==> config.mk <==
export PLATFORM = sky130hd
export DESIGN_NAME = sorted_priority_queue
export DESIGN_NICKNAME = d
export VERILOG_FILES = /design/src/hw/rtl/spq_pkg.sv /design/src/hw/rtl/spq_cell.sv /design/src/hw/rtl/sorted_priority_queue.sv
export SDC_FILE = /design/constraint.sdc
export NUM_CORES = 2
export LEC_CHECK = 0
export BUFFER_PORTS_ARGS = -buffer_cell sky130_fd_sc_hd__buf_2
export CAP_MARGIN = 20
export CELL_PAD_IN_SITES_DETAIL_PLACEMENT = 2
export CELL_PAD_IN_SITES_GLOBAL_PLACEMENT = 2
export CORE_UTILIZATION = 46
export CTS_CLUSTER_SIZE = 14
export DETAILED_ROUTE_END_ITERATION = 10
export MAX_ROUTING_LAYER = met4
export PLACE_DENSITY = 0.88
export SYNTH_ARGS = -nofsm -noshare
export SYNTH_HDL_FRONTEND = slang
export SYNTH_SLANG_ARGS = --single-unit
==> constraint.sdc <==
create_clock -name clk -period 13.94 [get_ports clk]
set_input_delay 1.394 -clock clk [delete_from_list [all_inputs] [get_ports clk]]
set_output_delay 1.394 -clock clk [all_outputs]
set_load 0.02 [all_outputs]
==> src/hw/rtl/spq_pkg.sv <==
// ----------------------------------------------------------------------------
// spq_pkg: shared types and constants for the sorted priority queue
// Entry layout, control word between the top level and the cells, status codes.
// ----------------------------------------------------------------------------
package spq_pkg;

  localparam int DEPTH = 16;
  localparam int CNT_W = $clog2(DEPTH + 1);

  localparam int VAL_W      = 32;
  localparam int PRI_W      = 32;
  localparam int COUNT_W    = 5;
  localparam int STAT_W     = 2;
  localparam int IN_DATA_W  = 64;
  localparam int OUT_DATA_W = 136;

  typedef struct packed {
    logic        [VAL_W-1:0] value;
    logic signed [PRI_W-1:0] prio;
  } entry_t;

  // one operation strobe per cycle, shared by every cell
  typedef struct packed {
    logic ins_en;
    logic rem_en;
  } cell_ctl_t;

  typedef enum logic [STAT_W-1:0] {
    ST_OK    = 2'd0,
    ST_FULL  = 2'd1,
    ST_EMPTY = 2'd2
  } status_t;

  typedef enum logic {
    MODE_INSERT = 1'b0,
    MODE_REMOVE = 1'b1
  } mode_t;

endpackage

==> src/hw/rtl/spq_cell.sv <==
// ----------------------------------------------------------------------------
// spq_cell: one slot of the sorted chain
// Holds one entry; on insert it keeps, takes the new entry or takes its left
// neighbor; on remove it takes its right neighbor.
// ----------------------------------------------------------------------------
module spq_cell
  import spq_pkg::*;
(
  input  logic      clk,
  input  cell_ctl_t ctl,
  input  logic      slot_valid, // slot lies below the entry count
  input  entry_t    new_ent,
  input  logic      left_here,  // left neighbor is at or past the insert point
  input  entry_t    left_ent,
  input  entry_t    right_ent,
  output logic      here,       // this slot is at or past the insert point
  output entry_t    ent
);

  entry_t ent_r;
  entry_t ent_nxt;

  assign here = !slot_valid || ($signed(ent_r.prio) > $signed(new_ent.prio));
  assign ent  = ent_r;

  always_comb begin
    ent_nxt = ent_r;
    if (ctl.ins_en) begin
      if (left_here) begin
        ent_nxt = left_ent;
      end else if (here) begin
        ent_nxt = new_ent;
      end
    end else if (ctl.rem_en) begin
      ent_nxt = right_ent;
    end
  end

  always_ff @(posedge clk) begin
    ent_r <= ent_nxt;
  end

endmodule

==> src/hw/rtl/sorted_priority_queue.sv <==
// ----------------------------------------------------------------------------
// sorted_priority_queue: sorted-list priority queue on a chain of cells
// Keeps up to DEPTH entries ordered by signed priority, lowest first.
// ----------------------------------------------------------------------------
// Usage:
//   Input words carry one operation each. in_tuser[0] selects insert (0) or
//   remove-first (1); in_tdata holds the value handle and the priority of an
//   entry to insert (ignored on remove).
//   Every accepted word yields exactly one output word: the removed entry,
//   the head after the operation, an empty flag, the entry count and status.
//   An insert into a full queue is dropped with status 1; a remove from an
//   empty queue leaves the queue alone with status 2.
// Timing:
//   One operation per cycle. Each cell compares its priority against the
//   incoming one and shifts with its neighbors in the same cycle, so the
//   result is registered one cycle after acceptance and the next word may
//   be taken in that very cycle.
// Reset:
//   rst_n (synchronous, low) empties the queue and the output register; the
//   cell contents are left as they are and are never read below the count.
// Stall:
//   While out_tready is low the result is held and in_tready drops, so no
//   word is lost; in_tready returns as soon as the result is taken.
// ----------------------------------------------------------------------------
module sorted_priority_queue
  import spq_pkg::*;
(
  input  logic                  clk,
  input  logic                  rst_n,

  input  logic                  in_tvalid,
  output logic                  in_tready,
  input  logic [IN_DATA_W-1:0]  in_tdata,  // item_value[31:0], item_priority[63:32]
  input  logic                  in_tuser,  // mode

  output logic                  out_tvalid,
  input  logic                  out_tready,
  output logic [OUT_DATA_W-1:0] out_tdata  // removed_value, removed_priority,
                                           // head_value, head_priority,
                                           // is_empty, entry_count[4:0],
                                           // status[1:0]
);

  logic                  accept;
  mode_t                 mode;
  entry_t                new_ent;
  cell_ctl_t             ctl;
  logic                  full;
  logic                  empty;

  logic [CNT_W-1:0]      count_r;
  logic [CNT_W-1:0]      count_nxt;
  logic                  out_valid_r;
  logic                  out_valid_nxt;
  logic [OUT_DATA_W-1:0] out_data_r;
  logic [OUT_DATA_W-1:0] out_data_nxt;

  entry_t                cell_ent [DEPTH];
  logic                  cell_here [DEPTH];

  entry_t                rem_ent;
  entry_t                head_ent;
  status_t               status;

  // the output register frees up when its word is taken this cycle
  assign in_tready = !out_valid_r || out_tready;
  assign accept    = in_tvalid && in_tready;

  assign mode          = mode_t'(in_tuser);
  assign new_ent.value = in_tdata[31:0];
  assign new_ent.prio  = in_tdata[63:32];

  assign full  = (count_r == CNT_W'(DEPTH));
  assign empty = (count_r == '0);

  assign ctl.ins_en = accept && (mode == MODE_INSERT) && !full;
  assign ctl.rem_en = accept && (mode == MODE_REMOVE) && !empty;

  // chain of cells: left end is the head of the queue
  for (genvar i = 0; i < DEPTH; i++) begin : g_cell
    localparam logic [CNT_W-1:0] IDX = CNT_W'(i);
    logic   left_here;
    entry_t left_ent;
    entry_t right_ent;

    if (i == 0) begin : g_head
      assign left_here = 1'b0;
      assign left_ent  = new_ent;
    end else begin : g_mid
      assign left_here = cell_here[i-1];
      assign left_ent  = cell_ent[i-1];
    end

    if (i == DEPTH - 1) begin : g_tail
      assign right_ent = cell_ent[i];
    end else begin : g_body
      assign right_ent = cell_ent[i+1];
    end

    spq_cell u_cell (
      .clk        (clk),
      .ctl        (ctl),
      .slot_valid (IDX < count_r),
      .new_ent    (new_ent),
      .left_here  (left_here),
      .left_ent   (left_ent),
      .right_ent  (right_ent),
      .here       (cell_here[i]),
      .ent        (cell_ent[i])
    );
  end

  // result word and count update
  always_comb begin
    count_nxt = count_r;
    rem_ent   = '0;
    head_ent  = cell_ent[0];
    status    = ST_OK;

    if (ctl.ins_en) begin
      count_nxt = count_r + CNT_W'(1);
      if (cell_here[0]) begin
        head_ent = new_ent;
      end
    end else if (ctl.rem_en) begin
      count_nxt = count_r - CNT_W'(1);
      rem_ent   = cell_ent[0];
      head_ent  = cell_ent[1];
    end

    if (accept && (mode == MODE_INSERT) && full) begin
      status = ST_FULL;
    end else if (accept && (mode == MODE_REMOVE) && empty) begin
      status = ST_EMPTY;
    end

    // zero the head when nothing remains
    if (count_nxt == '0) begin
      head_ent = '0;
    end

    out_data_nxt  = {status,
                     COUNT_W'(count_nxt),
                     (count_nxt == '0),
                     head_ent.prio,
                     head_ent.value,
                     rem_ent.prio,
                     rem_ent.value};

    out_valid_nxt = out_valid_r;
    if (accept) begin
      out_valid_nxt = 1'b1;
    end else if (out_tready) begin
      out_valid_nxt = 1'b0;
    end
  end

  always_ff @(posedge clk) begin
    if (!rst_n) begin
      count_r     <= '0;
      out_valid_r <= 1'b0;
    end else begin
      count_r     <= count_nxt;
      out_valid_r <= out_valid_nxt;
    end
  end

  // payload: load on accept, hold otherwise
  always_ff @(posedge clk) begin
    if (accept) begin
      out_data_r <= out_data_nxt;
    end
  end

  assign out_tvalid = out_valid_r;
  assign out_tdata  = out_data_r;

endmodule
# --- Word level (Yosys, flattened, before mapping) ---
# Index checks and enable logic that the tools add are counted.
classes:
  add_sub_neg: 2
  n_lt_le_gt_ge: 32
  eq_ne: 15
  muxes: 66
  n_bitwise: 2
  reduce_logical: 64
ops:
  columns: ["op", "count"]
  rows:
  - ["64-bit two-way mux", 61]
  - ["32-bit > comparator", 16]
  - ["3-bit by 1-bit != test with 1-bit output, second input constant", 14]
  - ["4-bit by 5-bit < comparator with 1-bit output, first input constant", 8]
  - ["2-bit AND reduction", 15]
  - ["3-bit by 5-bit < comparator with 1-bit output, first input constant", 4]
  - ["1-bit logical NOT", 19]
  - ["1-bit logical OR", 17]
  - ["5-bit logical NOT", 2]
  - ["1-bit by 5-bit < comparator with 1-bit output, first input constant", 2]
  - ["2-bit by 5-bit < comparator with 1-bit output, first input constant", 2]
  - ["5-bit two-way mux", 2]
  - ["1-bit logical AND", 7]
  - ["2-bit nonzero test", 3]
  - ["5-bit by 1-bit adder with 5-bit output, second input constant", 1]
  - ["5-bit == test, second input constant", 1]
  - ["5-bit by 1-bit subtractor with 5-bit output, second input constant", 1]
  - ["1-bit two-way mux", 2]
  - ["2-bit two-way mux", 1]
  - ["1-bit inverter", 2]
  - ["2-bit OR reduction", 1]
totals:
  reg_bits: 1166
  inputBits: 69

# --- Longest topological paths before layout ---
logic_depth:
  ltp_word: 8
  mapped_depth: 14
  ltp_nobuf: 10

# --- Cells and area by module ---
# Synthesis repeated with hierarchy kept, for this count alone.
unflattened:
  hier_cells: 7049
  area_unflattened_um2: 72610.9
modules_own_cells:
  columns: ["module", "instances", "cells_each", "area_per_inst_um2", "seq_area_each_um2"]
  rows:
  - ["spq_cell", 16, 407, 4119.0, 1921.8]
  - ["sorted_priority_queue", 1, 537, 6707.7, 4204.0]

# --- Worst setup path after synthesis ---
# No wires, ideal clock.
synth_timing:
  kind: "in2reg"
  startpoint: "input port out_tready"
  endpoint: "register g_cell[3].u_cell.ent_r (netlist bit g_cell[3].u_cell.ent[0]), enable pin"
  setup_ns: 0.507
  arrival_ns: 8.968
  required_time_ns: 13.433
  path_slack_ns: 4.466
  stages: 9
  path_buffers: 2
  path_cell_list: "nand2b_1 > nand2_1 > inv_1 > nand2_1 > a21oi_1 > clkbuf_1 > nor2_1 > clkbuf_1 > a21oi_1"
synth_between:
  elab_chain_len: 6
  word_cells_on_any_way: 9
  classes_between: "1 x eq/ne; 8 x reduce/logical"
synth_lines:
  columns: ["item", "line", "source"]
  rows:
  - ["start: declaration", "sorted_priority_queue.sv:37", "input logic out_tready,"]
  - ["1-bit logical OR (*)", "sorted_priority_queue.sv:66", "assign in_tready = !out_valid_r || out_tready;"]
  - ["1-bit logical AND (*)", "sorted_priority_queue.sv:67", "assign accept = in_tvalid && in_tready;"]
  - ["net accept", "sorted_priority_queue.sv:44", "logic accept;"]
  - ["1-bit logical AND, on equally long branches (2 in a row)", "sorted_priority_queue.sv:76, sorted_priority_queue.sv:77", null]
  - ["3-bit by 1-bit != test with 1-bit output (no source line) / 2-bit nonzero test (equally long branches)", null, null]
  - ["2-bit AND reduction (no source line) (*)", null, null]
  - ["end signal: assignment", "spq_cell.sv:40", "ent_r <= ent_nxt;"]
  - ["end: declaration", "spq_cell.sv:20", "entry_t ent_r;"]
# Mark *: on every way through the listed nets, which the timed path passes. The rest lies on a longest branch.
# A chain may end at the register's enable or synchronous reset.

# --- Final worst setup path ---
layout_timing:
  startpoint: "input port in_tdata[62]"
  endpoint: "register g_cell[2].u_cell.ent_r (netlist bit g_cell[2].u_cell.ent[22]), enable pin"
layout_between:
  elab_chain_len: 4
  word_cells_on_any_way: 6
  classes_between: "2 x order compare; 1 x eq/ne; 3 x reduce/logical"
layout_lines:
  columns: ["item", "line", "source"]
  rows:
  - ["start: declaration", "sorted_priority_queue.sv:33", "input logic [IN_DATA_W-1:0] in_tdata,"]
  - ["32-bit > comparator", "spq_cell.sv:23", "assign here = !slot_valid || ($signed(ent_r.prio) > $signed(new_ent.prio));"]
  - ["1-bit logical OR", "spq_cell.sv:23", null]
  - ["3-bit by 1-bit != test with 1-bit output (no source line) (*)", null, null]
  - ["2-bit AND reduction (no source line) (*)", null, null]
  - ["end signal: assignment", "spq_cell.sv:40", null]
  - ["end: declaration", "spq_cell.sv:20", null]
# Every way passes the cells marked *; elsewhere a longest branch is shown, timed or not.

==> qor.log <==
INFO  status         status=complete, no violations
INFO  sta            fin_setup_tns=0ps
INFO  worst_setup_path path_class=in -> reg
INFO  detailed_routing detail_route.first_pass.iterations=6
INFO  sta            finalHoldViolations=0
INFO  sta            max-slew-margin-rel=20.24%
INFO  job            drv.max_cap_violation_count=0
INFO  global_route   grt_first_pass_wirelength=465.5mm
INFO  finish         layout.area.seq=34310µm²
INFO  placement      placed_cell_area=72820µm²
INFO  synth          netlist_area=70240µm²
INFO  finish         synthToLayoutAreaGrowth=10.12%
INFO  clocking       clock_insertion_delay_worst_skew=870ps
INFO  placement      buffer_ports.inserted=206
INFO  synth          post-synth-top-count-cell=sky130_fd_sc_hd__edfxtp_1
INFO  finish         multi_input_comb_area=33640µm²
INFO  sta            fin_worst_skew=44.88ps
INFO  global_route   grt.total_usage=41.62%
INFO  finish         layout.filler_cells=15.01k
INFO  worst_setup_path crit_slowest_cell=sky130_fd_sc_hd__nor2_4
INFO  sta            final_critical_path_setup_slack=7052ps
INFO  sta            setup_violations=0
INFO  pwr            internal_power=7.506mW
INFO  worst_setup_path path_common_cell=sky130_fd_sc_hd__buf_4
INFO  synth          seq_area_frac_synth=48.85%
INFO  synth          yosys_cell_types=80
INFO  sta            timing_max_transition_violations_final=0
INFO  finish         layout_cells_sized_above_1=10.15%
INFO  worst_setup_path reg2reg_setup_slack=7180ps
INFO  detailed_routing route.vias.total=62.13k
INFO  worst_setup_path critPathArrivalTime=7350ps
INFO  finish         post_route_non_filler_standard_cell_count=8739
INFO  worst_setup_path path_delay_family=buffers and inverters
INFO  floorplan      effective_utilization_at_floorplan=46.29%
INFO  sta            clock.fmax=0.1452GHz
INFO  synth          synth-edff-count=1096
INFO  clocking       cts_hold_buffers=0
INFO  worst_setup_path critical_path.max_stage_delay=870ps
INFO  detailed_routing remaining_drc_errors=0
INFO  synth          yosys_warnings=0
INFO  floorplan      die_y=392.8µm
INFO  synth          synth_seq_cells=1166
INFO  clocking       cts-buffers-inserted=138
INFO  worst_setup_path critPathLaunch=in_tdata[62]
INFO  sta            hold_slack=568.2ps
INFO  clocking       ctsRootBufferMaster=sky130_fd_sc_hd__clkbuf_16
INFO  pwr            power_frac_comb=25.0%
INFO  synth          post_synth_most_frequent_cells=sky130_fd_sc_hd__edfxtp_1, sky130_fd_sc_hd__nand2_1, sky130_fd_sc_hd__o21ai_1
INFO  clocking       path_clk_slew=70ps
INFO  sta            rsz_0062_raised_after_global_routing=no
INFO  worst_setup_path timing.critical_path.required=14400ps
INFO  pwr            power.share.switching=36.59%
INFO  placement      gpl.final_weighted_congestion=0.9212
INFO  clocking       clock_sinks=1166
INFO  synth          synth_area_per_cell=10.51µm²
INFO  floorplan      io_pins=207
INFO  placement      pre_cts_slack=6754ps
INFO  clocking       post_cts.repair.setup_buffers=0
INFO  synth          synthCells=6686
INFO  floorplan      die_area=154300µm²
INFO  pwr            seqPwrFrac=42.7%
INFO  detailed_routing postRouteWirelength=318.4mm
INFO  floorplan      placementRows=143
INFO  global_route   grt_overflow=0
INFO  global_route   grt_max_degree=209
INFO  placement      post_dp_hpwl=191.2mm
INFO  detailed_routing ant_nets=0
INFO  clocking       tritoncts=yes
INFO  synth          netlist.area_leader.share=46.86%
INFO  worst_setup_path worstSetupStartpointType=primary input
INFO  sta            final.min_clock_period=6888ps
INFO  clocking       cts_htree_levels=4
INFO  worst_setup_path crit_buf_inv=5
INFO  worst_setup_path ff2ff_path_depth=10
INFO  pwr            switchingPower=4.332mW
INFO  pwr            clock_power_share=32.3%
INFO  synth          ys_dominant_reg_cell=sky130_fd_sc_hd__edfxtp_1
INFO  clocking       clk_path_buf_depth=3
INFO  worst_setup_path path_depth=13
INFO  finish         fin_util=50.98%
INFO  floorplan      floorplan.core_area=151700µm²
INFO  pwr            power_density_relative_to_cell_area=153.1nW/µm²
INFO  clocking       post_cts_sizing_count=0
INFO  worst_setup_path setup.worst_path.end=g_cell[2].u_cell.ent[22]$_DFFE_PP_
INFO  sta            timing_worst_slew_pin_value=1196ps
INFO  detailed_routing first_iter_violations=6519
INFO  sta            fin_crit_sh=49.41%
INFO  global_route   grt_antenna_before_repair=10
INFO  finish         nets=7179
INFO  worst_setup_path r2r-end=g_cell[12].u_cell.ent[21]$_DFFE_PP_
INFO  detailed_routing routedWlPerCell=36.44µm
INFO  worst_setup_path critical_path.max_fanout=37
INFO  finish         finish.instance_area=77350µm²
INFO  global_route   via_count_of_the_first_global_routing_pass=68.64k
INFO  synth          synth_top_area_cell=sky130_fd_sc_hd__edfxtp_1
INFO  placement      placed_cells=8480
INFO  synth          synth_async_reset_ratio=0%
INFO  floorplan      die_w=392.8µm
INFO  worst_setup_path r2r_start=count_r[0]$_SDFF_PN0_
INFO  worst_setup_path critical_path.endpoint_type=flip-flop
INFO  pwr            totalPowerFinal=11.84mW
INFO  detailed_routing viasPerCell=7.109
INFO  synth          mappedNetlistNets=7270
INFO  synth          synth.area.top_cells=sky130_fd_sc_hd__edfxtp_1, sky130_fd_sc_hd__ha_1, sky130_fd_sc_hd__mux2i_1
INFO  hold_path      holdCritPathClass=reg -> reg
INFO  worst_setup_path worstPathCellList=buf_2 -> inv_1 -> buf_4 -> ha_1 -> nand4_1 -> nor4_1 -> o41ai_1 -> and4_1 -> o31ai_4 -> buf_4 -> nor3_1 -> nor2_4 -> buf_4
INFO  pwr            leakagePower=33.03nW
INFO  pwr            ir_drop=182.5µV
[routing by layer]
metal	vias up	global-route usage (%)	routed length (µm)
li1	25080	-	-
met1	31330	43.88	110700
met2	3935	69.92	158900
met3	1782	7.784	22370
met4	0	30.05	26420
met5	-	-	0
[tightest hold or removal path, cell delays in order (launching register included)]
cell                       delay (ps)
sky130_fd_sc_hd__edfxtp_1         350
sky130_fd_sc_hd__nand2_1           50
sky130_fd_sc_hd__o21ai_1           60
[cell families (layout without fill, tap and decap cells)]
logic type                 Yosys count  in the layout  share of synthesized area [%]
DFF                               1166           1166                          48.85
muxes                              728            728                          10.60
AOI/OAI and AO/OA                 1778           1778                          15.69
other                                0              8                              0
xor gates and xnor gates             3              3                        0.05878
adders and majority gates          515            515                          9.174
and+or+nand+nor                   1853           1853                          11.87
buffers and inverters              643            658                          3.755
[power by group through the flow]
stage	Combinational (mW)	Sequential, mW	Clock (mW)
6_report	2.96	5.05	3.83
5_1_grt	3.06	5.06	3.94
4_1_cts	2.84	5.02	3.82
3_5_place_dp	2.64	5.05	0
3_3_place_gp	2.37	5.01	0
2_1_floorplan	1.67	4.88	0
[flip-flops by register name (all words and copies together) (netlist names)]
| signal | flops |
|---|---|
| count_r | 5 |
| out_tdata | 136 |
| out_tvalid | 1 |
| g_cell.u_cell.ent | 1024 |
[how the worst min path moves through the flow]
stage / cells past startpoint / endpoint / start / slack [ps]
final: 2 / g_cell[13].u_cell.ent[45]$_DFFE_PP_ / g_cell[14].u_cell.ent[45]$_DFFE_PP_ / 570
after global routing: 1 / g_cell[15].u_cell.ent[60]$_DFFE_PP_ / g_cell[14].u_cell.ent[60]$_DFFE_PP_ / 600
after CTS: 2 / g_cell[9].u_cell.ent[33]$_DFFE_PP_ / g_cell[10].u_cell.ent[33]$_DFFE_PP_ / 570
after detailed placement: 1 / g_cell[15].u_cell.ent[41]$_DFFE_PP_ / g_cell[14].u_cell.ent[41]$_DFFE_PP_ / 550
after global placement: 2 / g_cell[13].u_cell.ent[61]$_DFFE_PP_ / g_cell[14].u_cell.ent[61]$_DFFE_PP_ / 530
after floorplan: 1 / g_cell[0].u_cell.ent[32]$_DFF_P_ / g_cell[0].u_cell.ent[32]$_DFF_P_ / 510
[placed cells by master, fill, tap and decap left out, types with 33 or more instances in the layout]
cell type                   instances
sky130_fd_sc_hd__nand4_1          108
sky130_fd_sc_hd__a221o_1          130
sky130_fd_sc_hd__edfxtp_1        1096
sky130_fd_sc_hd__mux2i_1          600
sky130_fd_sc_hd__o221ai_1          44
sky130_fd_sc_hd__inv_1             65
sky130_fd_sc_hd__o21ai_0          170
sky130_fd_sc_hd__a21o_1            52
sky130_fd_sc_hd__a21oi_1          323
sky130_fd_sc_hd__a31oi_1          136
sky130_fd_sc_hd__buf_2            206
sky130_fd_sc_hd__a22oi_1           66
sky130_fd_sc_hd__nand3_1          173
sky130_fd_sc_hd__mux2_1            73
sky130_fd_sc_hd__ha_1             515
sky130_fd_sc_hd__o221a_1           33
sky130_fd_sc_hd__and3_1            72
sky130_fd_sc_hd__mux2_2            55
sky130_fd_sc_hd__and2_1           131
sky130_fd_sc_hd__nand2_1          975
sky130_fd_sc_hd__clkbuf_16        141
sky130_fd_sc_hd__nor2_1           242
sky130_fd_sc_hd__buf_4            130
sky130_fd_sc_hd__nor3_1            35
sky130_fd_sc_hd__dfxtp_1           70
sky130_fd_sc_hd__o21ai_1          627
[cell type report]
class                      instances  share of cell area (%)
tap                             2030                   3.284
sequential                      1166                   44.36
antenna                            8                 0.02588
inverter                          68                  0.3365
timing repair buffer             344                   2.811
multi-input combinational       4877                   43.49
clock buffer                     175                   4.765
clock inverter                    71                  0.9285
No activity file was read; power rests on OpenSTA's default activity.
